--- config.mk ---
export PLATFORM = sky130hd
export DESIGN_NAME = job_dispatcher_with_priority_queue_core
export DESIGN_NICKNAME = d
export VERILOG_FILES = /design/src/rtl/jdpq_pkg.sv /design/src/rtl/jdpq_ram.sv /design/src/rtl/jdpq_idle_fifo.sv /design/src/rtl/job_dispatcher_with_priority_queue_core.sv
export VERILOG_INCLUDE_DIRS = /design/src /design/src/rtl
export SDC_FILE = /design/constraint.sdc
export NUM_CORES = 2
export LEC_CHECK = 0
export BUFFER_PORTS_ARGS = -buffer_cell sky130_fd_sc_hd__buf_2
export CORE_ASPECT_RATIO = 1.75
export CORE_MARGIN = 1.5
export CORE_UTILIZATION = 57
export DETAILED_ROUTE_END_ITERATION = 7
export PLACE_DENSITY = 0.75
export SYNTH_ARGS = -nofsm -noshare
export SYNTH_HDL_FRONTEND = slang
export SYNTH_SLANG_ARGS = --single-unit
--- constraint.sdc ---
create_clock -name i_clk -period 12.75 [get_ports i_clk]
set_input_delay 0.6375 -clock i_clk [delete_from_list [all_inputs] [get_ports i_clk]]
set_output_delay 0.6375 -clock i_clk [all_outputs]
set_load 0.03 [all_outputs]
--- src/rtl/assert_macros.svh ---
// Assertion macros shared by the job dispatcher RTL.
// Needs a clock named i_clk and an active-low reset named i_rst_n in scope.
`ifndef ASSERT_MACROS_SVH
`define ASSERT_MACROS_SVH

// Checked only while out of reset.
`define JDPQ_ASSERT(lbl, prop, msg) \
    lbl: assert property (@(posedge i_clk) disable iff (!i_rst_n) prop) \
        else $error(msg);

// Checked at every edge, reset included.
`define JDPQ_ASSERT_RST(lbl, prop, msg) \
    lbl: assert property (@(posedge i_clk) prop) else $error(msg);

`endif

--- src/rtl/jdpq_pkg.sv ---
// Types and constants of the job dispatcher.
// No dependencies; used by jdpq_idle_fifo and the top level of the block.
package jdpq_pkg;

    localparam int KIND_W  = 3;
    localparam int ID_W    = 8;
    localparam int WID_W   = 5;
    localparam int WC_W    = 6;
    localparam int ABT_W   = 6;
    localparam int TOT_W   = 9;

    localparam logic [WC_W-1:0] WC_RESET = 6'd4;

    localparam logic [KIND_W-1:0] KIND_SUBMIT    = 3'd0;
    localparam logic [KIND_W-1:0] KIND_READY     = 3'd1;
    localparam logic [KIND_W-1:0] KIND_FINISH    = 3'd2;
    localparam logic [KIND_W-1:0] KIND_ABORT     = 3'd3;
    localparam logic [KIND_W-1:0] KIND_ABORT_ALL = 3'd4;

    localparam int JS_W = 2;
    localparam logic [JS_W-1:0] JS_FREE   = 2'd0;
    localparam logic [JS_W-1:0] JS_QUEUED = 2'd1;
    localparam logic [JS_W-1:0] JS_DISP   = 2'd2;

    typedef enum logic [3:0] {
        ST_CLEAR,
        ST_IDLE,
        ST_DECIDE,
        ST_DISP_RD,
        ST_DISP_WR,
        ST_SRCH_RD,
        ST_SRCH_CMP,
        ST_SH_RD,
        ST_SH_WR,
        ST_CLR_RD,
        ST_CLR_WR,
        ST_DONE
    } t_state;

    typedef struct packed {
        logic             push;
        logic             pop;
        logic [WID_W-1:0] worker;
    } t_idle_cmd;

endpackage

--- src/rtl/jdpq_ram.sv ---
// Simple dual-port synchronous RAM, one write and one registered read port.
// No dependencies.
module jdpq_ram #(
    parameter int WIDTH = 8,
    parameter int DEPTH = 32
) (
    input  logic                     i_clk,
    input  logic                     i_we,
    input  logic [$clog2(DEPTH)-1:0] i_waddr,
    input  logic [WIDTH-1:0]         i_wdata,
    input  logic                     i_re,
    input  logic [$clog2(DEPTH)-1:0] i_raddr,
    output logic [WIDTH-1:0]         o_rdata
);

    logic [WIDTH-1:0] r_mem [DEPTH];
    logic [WIDTH-1:0] r_rdata;

    always_ff @(posedge i_clk) begin
        if (i_we) begin
            r_mem[i_waddr] <= i_wdata;
        end
        if (i_re) begin
            r_rdata <= r_mem[i_raddr];
        end
    end

    assign o_rdata = r_rdata;

endmodule

--- src/rtl/jdpq_idle_fifo.sv ---
// Circular FIFO of idle worker ids held in flip-flops.
// Depends on jdpq_pkg for the command struct.
module jdpq_idle_fifo #(
    parameter int MAX_WORKERS = 32
) (
    input  logic                               i_clk,
    input  logic                               i_rst_n,
    input  jdpq_pkg::t_idle_cmd                i_cmd,
    output logic [jdpq_pkg::WID_W-1:0]         o_head,
    output logic [$clog2(MAX_WORKERS+1)-1:0]   o_count
);

    localparam int PW = (MAX_WORKERS > 1) ? $clog2(MAX_WORKERS) : 1;
    localparam int CW = $clog2(MAX_WORKERS + 1);

    logic [jdpq_pkg::WID_W-1:0] r_mem [MAX_WORKERS];
    logic [PW-1:0]              r_head;
    logic [PW-1:0]              n_head;
    logic [CW-1:0]              r_count;
    logic [CW-1:0]              n_count;
    logic [CW:0]                tail_sum;
    logic [PW-1:0]              tail;
    logic                       do_push;
    logic                       do_pop;

    assign do_push = i_cmd.push && (r_count < CW'(MAX_WORKERS));
    assign do_pop  = i_cmd.pop && (r_count != '0);

    always_comb begin
        tail_sum = (CW+1)'(r_head) + (CW+1)'(r_count);
        if (tail_sum >= (CW+1)'(MAX_WORKERS)) begin
            tail_sum = tail_sum - (CW+1)'(MAX_WORKERS);
        end
        tail = PW'(tail_sum);
    end

    always_comb begin
        n_head  = r_head;
        n_count = r_count;
        if (do_pop) begin
            n_head = (r_head == PW'(MAX_WORKERS - 1)) ? '0 : r_head + 1'b1;
        end
        if (do_push && !do_pop) begin
            n_count = r_count + 1'b1;
        end else if (do_pop && !do_push) begin
            n_count = r_count - 1'b1;
        end
    end

    always_ff @(posedge i_clk) begin
        if (!i_rst_n) begin
            r_head  <= '0;
            r_count <= '0;
        end else begin
            r_head  <= n_head;
            r_count <= n_count;
        end
    end

    always_ff @(posedge i_clk) begin
        if (do_push) begin
            r_mem[tail] <= i_cmd.worker;
        end
    end

    assign o_head  = r_mem[r_head];
    assign o_count = r_count;

endmodule

--- src/rtl/job_dispatcher_with_priority_queue_core.sv ---
// Top level of the job dispatcher: control sequencer, pending deque and job state.
// Depends on jdpq_pkg, jdpq_ram, jdpq_idle_fifo and assert_macros.svh.
// Every event returns exactly one result on the output channel.
`include "assert_macros.svh"

// Job dispatcher. Events arrive one at a time on the input channel and each
// returns one result. Pending jobs sit in a circular deque in one RAM, the
// state of every job id (free, queued, dispatched) in a second RAM, and idle
// workers in a small flip-flop FIFO. Since every RAM read is registered, the
// sequencer gives each RAM access a state of its own. A rejected submit, an
// abort that misses, an abort-all on an empty queue or an ignored kind goes
// from the decision straight to the result; a submit, ready or finish event
// also tries to dispatch the head of the queue to an idle worker.
// An abort that finds its job reads and compares each entry up to it, then
// moves each entry behind it forward one place; an abort-all reads each
// queued entry and frees its job state. The result waits while the last one
// is still on the output. After reset the job state RAM is cleared entry by
// entry, with no event taken; configuration writes are taken at any time.
module job_dispatcher_with_priority_queue_core #(
    parameter int QUEUE_DEPTH = 32,
    parameter int MAX_WORKERS = 32,
    parameter int JOB_IDS     = 256
) (
    input  logic                          i_clk,
    input  logic                          i_rst_n,

    input  logic                          i_cfg_valid,
    output logic                          o_cfg_ready,
    input  logic [jdpq_pkg::WC_W-1:0]     i_cfg_worker_count,

    input  logic                          i_in_valid,
    output logic                          o_in_ready,
    input  logic [jdpq_pkg::KIND_W-1:0]   i_kind,
    input  logic [jdpq_pkg::ID_W-1:0]     i_job_id,
    input  logic [jdpq_pkg::WID_W-1:0]    i_worker_id,
    input  logic                          i_urgent,

    output logic                          o_out_valid,
    input  logic                          i_out_ready,
    output logic                          o_accepted,
    output logic                          o_dispatch_valid,
    output logic [jdpq_pkg::ID_W-1:0]     o_dispatch_job,
    output logic [jdpq_pkg::WID_W-1:0]    o_dispatch_worker,
    output logic [jdpq_pkg::ABT_W-1:0]    o_aborted_count,
    output logic [jdpq_pkg::TOT_W-1:0]    o_completed_count,
    output logic [jdpq_pkg::TOT_W-1:0]    o_submitted_count,
    output logic                          o_all_done
);

    localparam int QAW = $clog2(QUEUE_DEPTH);
    localparam int QCW = $clog2(QUEUE_DEPTH + 1);
    localparam int JAW = $clog2(JOB_IDS);
    localparam int JXW = (JAW > jdpq_pkg::ID_W) ? JAW : jdpq_pkg::ID_W;
    localparam int ICW = $clog2(MAX_WORKERS + 1);
    localparam int IW  = jdpq_pkg::ID_W;
    localparam int WW  = jdpq_pkg::WID_W;
    localparam int TW  = jdpq_pkg::TOT_W;
    localparam int AW  = jdpq_pkg::ABT_W;

    function automatic logic [QAW-1:0] q_at(input logic [QAW-1:0] head,
                                            input logic [QCW-1:0] off);
        logic [QCW:0] s;
        s = (QCW+1)'(head) + (QCW+1)'(off);
        if (s >= (QCW+1)'(QUEUE_DEPTH)) begin
            s = s - (QCW+1)'(QUEUE_DEPTH);
        end
        return QAW'(s);
    endfunction

    function automatic logic [QAW-1:0] q_dec(input logic [QAW-1:0] p);
        return (p == '0) ? QAW'(QUEUE_DEPTH - 1) : p - 1'b1;
    endfunction

    function automatic logic [JAW-1:0] to_jaddr(input logic [IW-1:0] id);
        logic [JXW-1:0] x;
        x = JXW'(id);
        return x[JAW-1:0];
    endfunction

    jdpq_pkg::t_state r_state;
    jdpq_pkg::t_state n_state;

    logic [JAW-1:0]               r_clr, n_clr;
    logic [jdpq_pkg::WC_W-1:0]    r_wc, n_wc;
    logic [jdpq_pkg::KIND_W-1:0]  r_kind, n_kind;
    logic [IW-1:0]                r_id, n_id;
    logic [WW-1:0]                r_wid, n_wid;
    logic                         r_hp, n_hp;
    logic [QAW-1:0]               r_qhead, n_qhead;
    logic [QCW-1:0]               r_qcount, n_qcount;
    logic [QCW-1:0]               r_scan, n_scan;
    logic [TW-1:0]                r_sub, n_sub;
    logic [TW-1:0]                r_comp, n_comp;

    logic                         r_res_acc, n_res_acc;
    logic                         r_res_dv, n_res_dv;
    logic [IW-1:0]                r_res_job, n_res_job;
    logic [WW-1:0]                r_res_wkr, n_res_wkr;
    logic [AW-1:0]                r_res_abt, n_res_abt;
    logic [TW-1:0]                r_res_comp, n_res_comp;
    logic [TW-1:0]                r_res_sub, n_res_sub;
    logic                         r_res_done, n_res_done;

    logic                         r_out_valid, n_out_valid;
    logic                         r_o_acc, n_o_acc;
    logic                         r_o_dv, n_o_dv;
    logic [IW-1:0]                r_o_job, n_o_job;
    logic [WW-1:0]                r_o_wkr, n_o_wkr;
    logic [AW-1:0]                r_o_abt, n_o_abt;
    logic [TW-1:0]                r_o_comp, n_o_comp;
    logic [TW-1:0]                r_o_sub, n_o_sub;
    logic                         r_o_done, n_o_done;

    logic [TW-1:0]                s_sub;
    logic [TW-1:0]                s_comp;
    logic                         s_settle;
    logic                         id_ok;
    logic [QCW:0]                 scan_next;

    logic                         jm_we;
    logic [JAW-1:0]               jm_waddr;
    logic [jdpq_pkg::JS_W-1:0]    jm_wdata;
    logic                         jm_re;
    logic [JAW-1:0]               jm_raddr;
    logic [jdpq_pkg::JS_W-1:0]    jm_rdata;

    logic                         qm_we;
    logic [QAW-1:0]               qm_waddr;
    logic [IW-1:0]                qm_wdata;
    logic                         qm_re;
    logic [QAW-1:0]               qm_raddr;
    logic [IW-1:0]                qm_rdata;

    jdpq_pkg::t_idle_cmd          idle_cmd;
    logic [WW-1:0]                idle_head;
    logic [ICW-1:0]               idle_count;

    jdpq_ram #(
        .WIDTH (jdpq_pkg::JS_W),
        .DEPTH (JOB_IDS)
    ) u_job_ram (
        .i_clk   (i_clk),
        .i_we    (jm_we),
        .i_waddr (jm_waddr),
        .i_wdata (jm_wdata),
        .i_re    (jm_re),
        .i_raddr (jm_raddr),
        .o_rdata (jm_rdata)
    );

    jdpq_ram #(
        .WIDTH (IW),
        .DEPTH (QUEUE_DEPTH)
    ) u_queue_ram (
        .i_clk   (i_clk),
        .i_we    (qm_we),
        .i_waddr (qm_waddr),
        .i_wdata (qm_wdata),
        .i_re    (qm_re),
        .i_raddr (qm_raddr),
        .o_rdata (qm_rdata)
    );

    jdpq_idle_fifo #(
        .MAX_WORKERS (MAX_WORKERS)
    ) u_idle_fifo (
        .i_clk   (i_clk),
        .i_rst_n (i_rst_n),
        .i_cmd   (idle_cmd),
        .o_head  (idle_head),
        .o_count (idle_count)
    );

    assign id_ok     = (32'(r_id) < JOB_IDS);
    assign scan_next = (QCW+1)'(r_scan) + 1'b1;

    always_ff @(posedge i_clk) begin
        if (!i_rst_n) begin
            r_state <= jdpq_pkg::ST_CLEAR;
        end else begin
            r_state <= n_state;
        end
    end

    always_comb begin
        n_state     = r_state;
        n_clr       = r_clr;
        n_wc        = r_wc;
        n_kind      = r_kind;
        n_id        = r_id;
        n_wid       = r_wid;
        n_hp        = r_hp;
        n_qhead     = r_qhead;
        n_qcount    = r_qcount;
        n_scan      = r_scan;
        n_sub       = r_sub;
        n_comp      = r_comp;
        n_res_acc   = r_res_acc;
        n_res_dv    = r_res_dv;
        n_res_job   = r_res_job;
        n_res_wkr   = r_res_wkr;
        n_res_abt   = r_res_abt;
        n_res_comp  = r_res_comp;
        n_res_sub   = r_res_sub;
        n_res_done  = r_res_done;
        n_out_valid = r_out_valid;
        n_o_acc     = r_o_acc;
        n_o_dv      = r_o_dv;
        n_o_job     = r_o_job;
        n_o_wkr     = r_o_wkr;
        n_o_abt     = r_o_abt;
        n_o_comp    = r_o_comp;
        n_o_sub     = r_o_sub;
        n_o_done    = r_o_done;
        s_sub       = r_sub;
        s_comp      = r_comp;
        s_settle    = 1'b0;
        jm_we       = 1'b0;
        jm_waddr    = '0;
        jm_wdata    = jdpq_pkg::JS_FREE;
        jm_re       = 1'b0;
        jm_raddr    = '0;
        qm_we       = 1'b0;
        qm_waddr    = '0;
        qm_wdata    = r_id;
        qm_re       = 1'b0;
        qm_raddr    = '0;
        idle_cmd    = '0;
        o_in_ready  = 1'b0;

        if (i_cfg_valid) begin
            n_wc = i_cfg_worker_count;
        end
        if (r_out_valid && i_out_ready) begin
            n_out_valid = 1'b0;
        end

        case (r_state)
            jdpq_pkg::ST_CLEAR: begin
                jm_we    = 1'b1;
                jm_waddr = r_clr;
                if (r_clr == JAW'(JOB_IDS - 1)) begin
                    n_state = jdpq_pkg::ST_IDLE;
                end else begin
                    n_clr = r_clr + 1'b1;
                end
            end
            jdpq_pkg::ST_IDLE: begin
                o_in_ready = 1'b1;
                if (i_in_valid) begin
                    n_kind   = i_kind;
                    n_id     = i_job_id;
                    n_wid    = i_worker_id;
                    n_hp     = i_urgent;
                    jm_re    = 1'b1;
                    jm_raddr = to_jaddr(i_job_id);
                    n_state  = jdpq_pkg::ST_DECIDE;
                end
            end
            jdpq_pkg::ST_DECIDE: begin
                n_res_acc  = 1'b0;
                n_res_dv   = 1'b0;
                n_res_job  = '0;
                n_res_wkr  = '0;
                n_res_abt  = '0;
                n_res_comp = r_comp;
                n_res_sub  = r_sub;
                n_res_done = 1'b0;
                n_scan     = '0;
                n_state    = jdpq_pkg::ST_DONE;
                case (r_kind)
                    jdpq_pkg::KIND_SUBMIT: begin
                        if (r_wc != '0 && r_qcount < QCW'(QUEUE_DEPTH) && id_ok &&
                            jm_rdata == jdpq_pkg::JS_FREE) begin
                            qm_we = 1'b1;
                            if (r_hp) begin
                                qm_waddr = q_dec(r_qhead);
                                n_qhead  = q_dec(r_qhead);
                            end else begin
                                qm_waddr = q_at(r_qhead, r_qcount);
                            end
                            n_qcount  = r_qcount + 1'b1;
                            jm_we     = 1'b1;
                            jm_waddr  = to_jaddr(r_id);
                            jm_wdata  = jdpq_pkg::JS_QUEUED;
                            n_res_acc = 1'b1;
                            s_sub     = r_sub + 1'b1;
                            s_settle  = 1'b1;
                            n_state   = jdpq_pkg::ST_DISP_RD;
                        end
                    end
                    jdpq_pkg::KIND_READY: begin
                        idle_cmd.push   = 1'b1;
                        idle_cmd.worker = r_wid;
                        n_state         = jdpq_pkg::ST_DISP_RD;
                    end
                    jdpq_pkg::KIND_FINISH: begin
                        idle_cmd.push   = 1'b1;
                        idle_cmd.worker = r_wid;
                        if (id_ok && jm_rdata == jdpq_pkg::JS_DISP) begin
                            jm_we    = 1'b1;
                            jm_waddr = to_jaddr(r_id);
                            s_comp   = r_comp + 1'b1;
                            s_settle = 1'b1;
                        end
                        n_state = jdpq_pkg::ST_DISP_RD;
                    end
                    jdpq_pkg::KIND_ABORT: begin
                        if (id_ok && jm_rdata == jdpq_pkg::JS_QUEUED) begin
                            jm_we     = 1'b1;
                            jm_waddr  = to_jaddr(r_id);
                            n_res_acc = 1'b1;
                            n_res_abt = AW'(1);
                            s_comp    = r_comp + 1'b1;
                            s_settle  = 1'b1;
                            n_state   = jdpq_pkg::ST_SRCH_RD;
                        end
                    end
                    jdpq_pkg::KIND_ABORT_ALL: begin
                        if (r_qcount != '0) begin
                            n_res_acc = 1'b1;
                            n_res_abt = AW'(r_qcount);
                            s_comp    = r_comp + TW'(r_qcount);
                            s_settle  = 1'b1;
                            n_state   = jdpq_pkg::ST_CLR_RD;
                        end
                    end
                    default: begin
                    end
                endcase
                if (s_settle) begin
                    n_res_comp = s_comp;
                    n_res_sub  = s_sub;
                    if (s_sub == s_comp) begin
                        n_sub      = '0;
                        n_comp     = '0;
                        n_res_done = 1'b1;
                    end else begin
                        n_sub  = s_sub;
                        n_comp = s_comp;
                    end
                end
            end
            jdpq_pkg::ST_DISP_RD: begin
                if (idle_count != '0 && r_qcount != '0) begin
                    qm_re        = 1'b1;
                    qm_raddr     = r_qhead;
                    idle_cmd.pop = 1'b1;
                    n_res_wkr    = idle_head;
                    n_qhead      = q_at(r_qhead, QCW'(1));
                    n_qcount     = r_qcount - 1'b1;
                    n_state      = jdpq_pkg::ST_DISP_WR;
                end else begin
                    n_state = jdpq_pkg::ST_DONE;
                end
            end
            jdpq_pkg::ST_DISP_WR: begin
                n_res_dv  = 1'b1;
                n_res_job = qm_rdata;
                jm_we     = 1'b1;
                jm_waddr  = to_jaddr(qm_rdata);
                jm_wdata  = jdpq_pkg::JS_DISP;
                n_state   = jdpq_pkg::ST_DONE;
            end
            jdpq_pkg::ST_SRCH_RD: begin
                if (r_scan < r_qcount) begin
                    qm_re    = 1'b1;
                    qm_raddr = q_at(r_qhead, r_scan);
                    n_state  = jdpq_pkg::ST_SRCH_CMP;
                end else begin
                    n_state = jdpq_pkg::ST_DONE;
                end
            end
            jdpq_pkg::ST_SRCH_CMP: begin
                if (qm_rdata == r_id) begin
                    n_state = jdpq_pkg::ST_SH_RD;
                end else begin
                    n_scan  = r_scan + 1'b1;
                    n_state = jdpq_pkg::ST_SRCH_RD;
                end
            end
            jdpq_pkg::ST_SH_RD: begin
                if (scan_next < (QCW+1)'(r_qcount)) begin
                    qm_re    = 1'b1;
                    qm_raddr = q_at(r_qhead, QCW'(scan_next));
                    n_state  = jdpq_pkg::ST_SH_WR;
                end else begin
                    n_qcount = r_qcount - 1'b1;
                    n_state  = jdpq_pkg::ST_DONE;
                end
            end
            jdpq_pkg::ST_SH_WR: begin
                qm_we    = 1'b1;
                qm_waddr = q_at(r_qhead, r_scan);
                qm_wdata = qm_rdata;
                n_scan   = r_scan + 1'b1;
                n_state  = jdpq_pkg::ST_SH_RD;
            end
            jdpq_pkg::ST_CLR_RD: begin
                if (r_scan < r_qcount) begin
                    qm_re    = 1'b1;
                    qm_raddr = q_at(r_qhead, r_scan);
                    n_state  = jdpq_pkg::ST_CLR_WR;
                end else begin
                    n_qcount = '0;
                    n_state  = jdpq_pkg::ST_DONE;
                end
            end
            jdpq_pkg::ST_CLR_WR: begin
                jm_we    = 1'b1;
                jm_waddr = to_jaddr(qm_rdata);
                n_scan   = r_scan + 1'b1;
                n_state  = jdpq_pkg::ST_CLR_RD;
            end
            jdpq_pkg::ST_DONE: begin
                if (!r_out_valid || i_out_ready) begin
                    n_out_valid = 1'b1;
                    n_o_acc     = r_res_acc;
                    n_o_dv      = r_res_dv;
                    n_o_job     = r_res_job;
                    n_o_wkr     = r_res_wkr;
                    n_o_abt     = r_res_abt;
                    n_o_comp    = r_res_comp;
                    n_o_sub     = r_res_sub;
                    n_o_done    = r_res_done;
                    n_state     = jdpq_pkg::ST_IDLE;
                end
            end
            default: begin
                n_state = jdpq_pkg::ST_IDLE;
            end
        endcase
    end

    always_ff @(posedge i_clk) begin
        if (!i_rst_n) begin
            r_clr       <= '0;
            r_wc        <= jdpq_pkg::WC_RESET;
            r_qhead     <= '0;
            r_qcount    <= '0;
            r_sub       <= '0;
            r_comp      <= '0;
            r_out_valid <= 1'b0;
        end else begin
            r_clr       <= n_clr;
            r_wc        <= n_wc;
            r_qhead     <= n_qhead;
            r_qcount    <= n_qcount;
            r_sub       <= n_sub;
            r_comp      <= n_comp;
            r_out_valid <= n_out_valid;
        end
    end

    always_ff @(posedge i_clk) begin
        r_kind     <= n_kind;
        r_id       <= n_id;
        r_wid      <= n_wid;
        r_hp       <= n_hp;
        r_scan     <= n_scan;
        r_res_acc  <= n_res_acc;
        r_res_dv   <= n_res_dv;
        r_res_job  <= n_res_job;
        r_res_wkr  <= n_res_wkr;
        r_res_abt  <= n_res_abt;
        r_res_comp <= n_res_comp;
        r_res_sub  <= n_res_sub;
        r_res_done <= n_res_done;
        r_o_acc    <= n_o_acc;
        r_o_dv     <= n_o_dv;
        r_o_job    <= n_o_job;
        r_o_wkr    <= n_o_wkr;
        r_o_abt    <= n_o_abt;
        r_o_comp   <= n_o_comp;
        r_o_sub    <= n_o_sub;
        r_o_done   <= n_o_done;
    end

    assign o_cfg_ready       = 1'b1;
    assign o_out_valid       = r_out_valid;
    assign o_accepted        = r_o_acc;
    assign o_dispatch_valid  = r_o_dv;
    assign o_dispatch_job    = r_o_job;
    assign o_dispatch_worker = r_o_wkr;
    assign o_aborted_count   = r_o_abt;
    assign o_completed_count = r_o_comp;
    assign o_submitted_count = r_o_sub;
    assign o_all_done        = r_o_done;

    `JDPQ_ASSERT_RST(a_reset_clears, !i_rst_n |=> (r_state == jdpq_pkg::ST_CLEAR && !r_out_valid), "reset must restart the clearing pass")
    `JDPQ_ASSERT(a_queue_bound, r_qcount <= QCW'(QUEUE_DEPTH), "pending count above queue depth")
    `JDPQ_ASSERT(a_accept_decides, (i_in_valid && o_in_ready) |=> (r_state == jdpq_pkg::ST_DECIDE), "transfer not followed by decision")
    `JDPQ_ASSERT(a_done_equal, (r_out_valid && r_o_done) |-> (r_o_comp == r_o_sub), "all_done with unequal totals")

endmodule
### Word-level counts from Yosys, hierarchy flattened

Memories as Yosys holds them, arrays and structs flattened. A register that Yosys moved wholly into a read port is not among the register bits.
Cells that the tools add are included.

* $add $sub $neg: 22
* magnitude comparators: 9
* equal/unequal tests: 31
* multiplexer cells: 108
* bitwise gates (word level): 1
* reduce and logical (&&, ||, !) cells: 38

Operators by type and width (count)
* $mux W5: 22
* $mux W9: 11
* $mux W6: 9
* $mux W8: 6
* $pmux W4 S12: 1
* $pmux W8 S3: 2
* $pmux W5 S2: 3
* $sub A5 B1 Y5 const B: 6
* $mux W1: 29
* $add A5 B6 Y7: 4
* $ge A7 B6 Y1 const B: 4
* $mux W4: 7
* $pmux W9 S3: 1
* $pmux W6 S4: 1
* $add A6 B1 Y6 const B: 3
* $add A9 B1 Y9 const B: 2
* $ne A2 B2 Y1 const B: 9
* $pmux W6 S3: 1
* $reduce_bool A6 Y1: 3
* $eq A4 B3 Y1 const B: 4
* $eq A4 B4 Y1 const B: 4
* $pmux W4 S4: 1
* $pmux W8 S2: 1
* $pmux W5 S3: 1
* other kinds (45): 74

* bits in registers: 162
* RAM bits: 928
* input port bits: 28
* output and inout bits: 43
* word-level logic and storage cells: 243
* memories: 3

Memories
* u_job_ram.r_mem: depth 256, bits a word 2, rd ports 1, clocked after memory_dff 1, wr ports 1, RTL line jdpq_ram.sv:16 `logic [WIDTH-1:0] r_mem [DEPTH];`
* u_queue_ram.r_mem: depth 32, bits a word 8, rd ports 1, clocked after memory_dff 1, wr ports 1, RTL line jdpq_ram.sv:16
* u_idle_fifo.r_mem: depth 32, bits a word 5, rd ports 1, clocked after memory_dff 1, wr ports 1, RTL line jdpq_idle_fifo.sv:16 `logic [jdpq_pkg::WID_W-1:0] r_mem [MAX_WORKERS];`

### Depth between registers and ports, before layout

* depth in word-level cells: 9
* depth in mapped cells: 16
* mapped depth without buffers: 14

### Hierarchy

From an unflattened synthesis, not the netlist that was laid out.

* cells, all modules: 2889
* area total of the unflattened synthesis: 47182.8 µm²

Modules (own cells, without submodules)
* jdpq_ram at u_job_ram: instances 1, cells an instance 1242, area each 21401.8 µm², seq. area each 15434.8 µm²
* jdpq_ram at u_queue_ram: instances 1, cells an instance 417, area each 10133.5 µm², seq. area each 7927.6 µm²
* job_dispatcher_with_priority_queue_core: instances 1, cells an instance 784, area each 8236.6 µm², seq. area each 4053.9 µm²
* jdpq_idle_fifo: instances 1, cells an instance 446, area each 7410.9 µm², seq. area each 5124.9 µm²

### Worst setup path after synthesis

Ideal clock, no wire load.

* path type: register to register
* from: register r_state[0]
* to: memory u_job_ram.r_mem[0][1] in the netlist's numbering, data pin
* library setup time: 2096 ps
* data arrival time: 10399 ps
* data required time: 10654 ps
* path slack: 255 ps
* stages on the path, launching flop included: 4
* buffers on the path: 2
* period minus slack after synthesis: 12495 ps
* cells stage by stage: dfxtp_1 > clkbuf_1 > clkbuf_1 > nor3_1

* cells in the longest elaborated chain, start to end: 2
* elaborated cells on any way between the ends: 3
* classes of those cells: eq/ne (2); mux (1)

Ends and longest elaborated chain
* start: declaration: RTL line job_dispatcher_with_priority_queue_core.sv:80 `jdpq_pkg::t_state r_state;`
* start signal: assignment: RTL line job_dispatcher_with_priority_queue_core.sv:179 `r_state <= jdpq_pkg::ST_CLEAR;`
* start signal: assignment: RTL line job_dispatcher_with_priority_queue_core.sv:181 `r_state <= n_state;`
* $eq A4 B3 Y1 or $eq A4 B2 Y1 (tied branches): RTL line job_dispatcher_with_priority_queue_core.sv:238 `case (r_state)`
* $pmux W2 S2 *: RTL line job_dispatcher_with_priority_queue_core.sv:238
* net jm_wdata (one bit): RTL line job_dispatcher_with_priority_queue_core.sv:122 `logic [jdpq_pkg::JS_W-1:0] jm_wdata;`
* end: declaration: RTL line jdpq_ram.sv:16

Mark *: on every way through the listed nets, which the timed path passes. The rest lies on a longest branch.

### Worst setup path in the final report

* from: register r_state[0]
* to: register u_job_ram.r_rdata[1], in the netlist u_job_ram.o_rdata[1] (read register of u_job_ram.r_mem), data pin

* cells in the longest elaborated chain, start to end: 2
* elaborated cells on any way between the ends: 3
* classes of those cells: eq/ne (1); mux (2)

Ends and longest elaborated chain
* $eq A4 B1 Y1: RTL line job_dispatcher_with_priority_queue_core.sv:238
* $mux W1: RTL line job_dispatcher_with_priority_queue_core.sv:238
* net jm_re: RTL line job_dispatcher_with_priority_queue_core.sv:123 `logic jm_re;`
* end: declaration: RTL line jdpq_ram.sv:17 `logic [WIDTH-1:0] r_rdata;`

The timed path passes the listed nets, and every way through them passes these cells.
A chain may end at the register's enable or synchronous reset.

==> results.sh <==
export IMPL_critPathRequiredTime_ns=13.14
export IMPL_grt_max_degree=257
export IMPL_cts_tree="yes"
export IMPL_rsz0062_at_grt="no"
export IMPL_ant_nets=0
export IMPL_drv_slew=0
export IMPL_vias_per_cell=6.456
export IMPL_worst_slack_ns=7.078
export IMPL_final_common_cell="edfxtp_1"
export IMPL_vias=29240
export IMPL_core_area_mm2=0.08191
export IMPL_nets=3479
export IMPL_hold_class="primary input to register"
export IMPL_chipWidth_um=220.1
export IMPL_syn_area_per_cell_um2=13.86
export IMPL_drtIter0Drc=3089
export IMPL_syn_area_mm2=0.04702
export IMPL_fin_crit_ns=5.672
export IMPL_insertion_delay_ns=0.70
export IMPL_max_slew_margin_pct=16.42
export IMPL_remaining_drc_errors=0
export IMPL_numCtsBuffers=94
export IMPL_ys_flop_type="edfxtp_1"
export IMPL_grt_first_pass_wirelength_mm=172.8
export IMPL_clkSlewWorstSetupHoldPaths_ns=0.07
export IMPL_antenna_cells=0
export IMPL_post_cts_resized=0
export IMPL_grt_ovfl_total=0
export IMPL_drive_above_1_share_pct=10.77
export IMPL_whs_path_depth=1
export IMPL_cp_common_cell="inv_2"
export IMPL_cp_end_kind="register"
export IMPL_dp_slack_ns=7.245
export IMPL_clockBufferDepth=3
export IMPL_critPathMaxStageDelay_ns=0.83
export IMPL_crit_slowest_cell="dfxtp_1"
export IMPL_synthDistinctLibCells=87
export IMPL_postRouteWirelength_mm=116.0
export IMPL_post_cts_setup_buffers=0
export IMPL_cap_violations=0
export IMPL_final_cell_mix="1041 x edfxtp_1, 394 x nor2_1, 347 x nand2_1, 167 x mux2i_1, 144 x a21oi_1"
export IMPL_hold_path_end="r_kind[0]"
export IMPL_crit_family="compound AO/OA/AOI/OAI gates"
export IMPL_critical_path_max_fanout=24
export IMPL_finalWeightedCongestion=0.9226
export IMPL_dpl_hpwl_mm=73.38
export IMPL_portBuffers=69
export IMPL_async_flop_share_pct=0
export IMPL_status="finished, final reports clean"
export IMPL_avgRoutedWirePerCell_um=25.62
export IMPL_antenna_found_initial=1
export IMPL_crit_buf_inv=2
export IMPL_max_freq_mhz=176.3
export IMPL_path_cells="or4b_1, inv_2, nand2_2, inv_2, o21ai_0, a222oi_1, o211ai_1, a22o_1, a2111oi_0, a311oi_1, a211o_1"
export IMPL_clock_sinks=1105
export IMPL_cts_hold_buf=0
export IMPL_syn_inst=3392
export IMPL_syn_nets=3476
export IMPL_ys_ff_latch=1105
export IMPL_vdd_drop_max_mv=0.1907
export IMPL_drtPass1Iterations=8
export IMPL_dpl_instance_area_mm2=0.04827
export IMPL_fin_area_mm2=0.05147
export IMPL_r2r_slack_ns=7.08
export IMPL_yosysWarnings=0
export IMPL_cp_arrival_ns=6.06
export IMPL_r2r_cells=11
export IMPL_worst_clock_skew_ns=0.03894
export IMPL_grt_pass1_vias=29170
export IMPL_rows=139
export IMPL_pin_count=71
export IMPL_cp_start_kind="register"
export IMPL_h_tree_depth=3
export IMPL_ys_seq_area_share_pct=69.21
export IMPL_p_per_area_mw_per_mm2=135.3
export IMPL_clock_root_buffer="clkbuf_16"
export IMPL_r2r_end="u_job_ram.o_rdata[1]"
export IMPL_setup_viol=0
export IMPL_die_area_mm2=0.08429
export IMPL_initial_core_util_pct=57.40
export IMPL_track_usage_pct=27.67
export IMPL_worstSetupPathType="register to register"
export IMPL_period_share_pct=44.48
export IMPL_hold_viol_final=0
export IMPL_fillCellCount=5945
export IMPL_tightestPinTransition_ns=1.251
export IMPL_place_inst=4356
export IMPL_synth_edf_count=1041
export IMPL_p_leak_nw=16.49
export IMPL_finalNonFillerCells=4529
export IMPL_area_growth_pct=9.463
export IMPL_chipHeight_um=382.9
export IMPL_min_delay_start="i_kind[0]"
export IMPL_fin_util_pct=62.83
export IMPL_fin_setup_tns_ns=0
export IMPL_rr_startpoint="r_state[0]"
-- synthesized netlist by cell type (all sizes together) (26+ instances only) --
| master | number | share of area [%] |
|---|---|---|
| a211oi | 50 | 0.80 |
| a21oi | 144 | 1.5 |
| a31oi | 40 | 0.53 |
| and2 | 34 | 0.45 |
| and3 | 57 | 0.76 |
| buf | 47 | 0.47 |
| clkbuf | 153 | 1.2 |
| dfxtp | 64 | 2.7 |
| edfxtp | 1041 | 66 |
| ha | 49 | 1.3 |
| inv | 47 | 0.38 |
| mux2i | 167 | 3.6 |
| mux4 | 50 | 2.4 |
| nand2 | 349 | 2.8 |
| nand2b | 26 | 0.35 |
| nand3 | 56 | 0.61 |
| nor2 | 396 | 3.2 |
| nor2b | 32 | 0.43 |
| nor3 | 27 | 0.29 |
| o21ai | 78 | 0.85 |
| o221a | 29 | 0.69 |
| o221ai | 33 | 0.61 |
| o22ai | 30 | 0.40 |
| xnor2 | 41 | 0.76 |
| xor2 | 33 | 0.61 |
-- worst max-delay path by stage --
stage / startpoint / endpoint / cells past startpoint / slack, ns
floorplan: r_state[0] / u_job_ram.r_mem[0][1] / 3 / 0.25
global placement: r_state[0] / u_job_ram.o_rdata[0] / 10 / 7.24
detailed placement: r_state[0] / u_job_ram.o_rdata[1] / 11 / 7.24
CTS: r_state[0] / u_job_ram.o_rdata[1] / 11 / 7.20
global route: r_state[0] / u_job_ram.o_rdata[1] / 11 / 6.94
finish: r_state[0] / u_job_ram.o_rdata[1] / 11 / 7.08
-- report_power, final --
group / internal (W) / switching [W]
Combinational: 0.0000187 / 0.0000618
Clock: 0.00166 / 0.00131
Sequential: 0.00391 / 0.00000237
Total: 0.00559 / 0.00137
-- worst reg2reg max path: cells and delay by family, from the launching register on --
family / cells / cell delay [ns]
AO/OA/AOI/OAI: 7 / 2.34
AND/OR/NAND/NOR: 2 / 1.09
buffers and inverters: 2 / 1.09
flip-flops: 1 / 0.83
-- layer usage --
metal  GRT usage, %  wire, um
met4          15.81      6991
met5              0        13
met2          48.38     60090
met1          32.02     40040
met3          4.423      8881
-- state kept, by name (all words and copies together), names as in the netlist, 8 cells and up, named ones only --
name                 count
r_clr                    8
r_id                     8
r_sub                    9
o_dispatch_job           8
u_queue_ram.o_rdata      8
r_res_job                8
r_res_sub                9
r_comp                   9
u_idle_fifo.r_mem      160
o_submitted_count        9
u_queue_ram.r_mem      256
u_job_ram.r_mem        512
o_completed_count        9
r_res_comp               9
-- cells by family after synthesis --
kind of cell             synth area share [%]
AO/OA/AOI/OAI                           9.218
XOR/XNOR                                1.429
adder cells (fa/ha/maj)                 1.602
buffers and inverters                   2.068
flip-flops                              69.21
multiplexers                            6.190
other                                0.007976
AND/OR/NAND/NOR                         10.27
-- cell type report --
class,count,area [um2],area share (%)
Clock buffer,117,2490,4.838
Clock inverter,56,706.9,1.374
Inverter,47,176.4,0.3428
Multi-Input combinational cell,2040,13580,26.39
Sequential cell,1105,32540,63.23
Tap cell,1057,1323,2.570
Timing Repair Buffer,107,645.6,1.254
-- per-stage QoR --
| step | total power, W | hold WS (ns) |
|---|---|---|
| 5_1_grt | 0.007123 | 0.08524 |
| 2_1_floorplan | 0.004032 | 0.4003 |
| 6_report | 0.006963 | 0.1120 |
| 3_3_place_gp | 0.004069 | 0.4011 |
| 4_1_cts | 0.006988 | 0.06258 |
| 3_5_place_dp | 0.004070 | 0.4045 |
(Power assumes the default switching activity.)
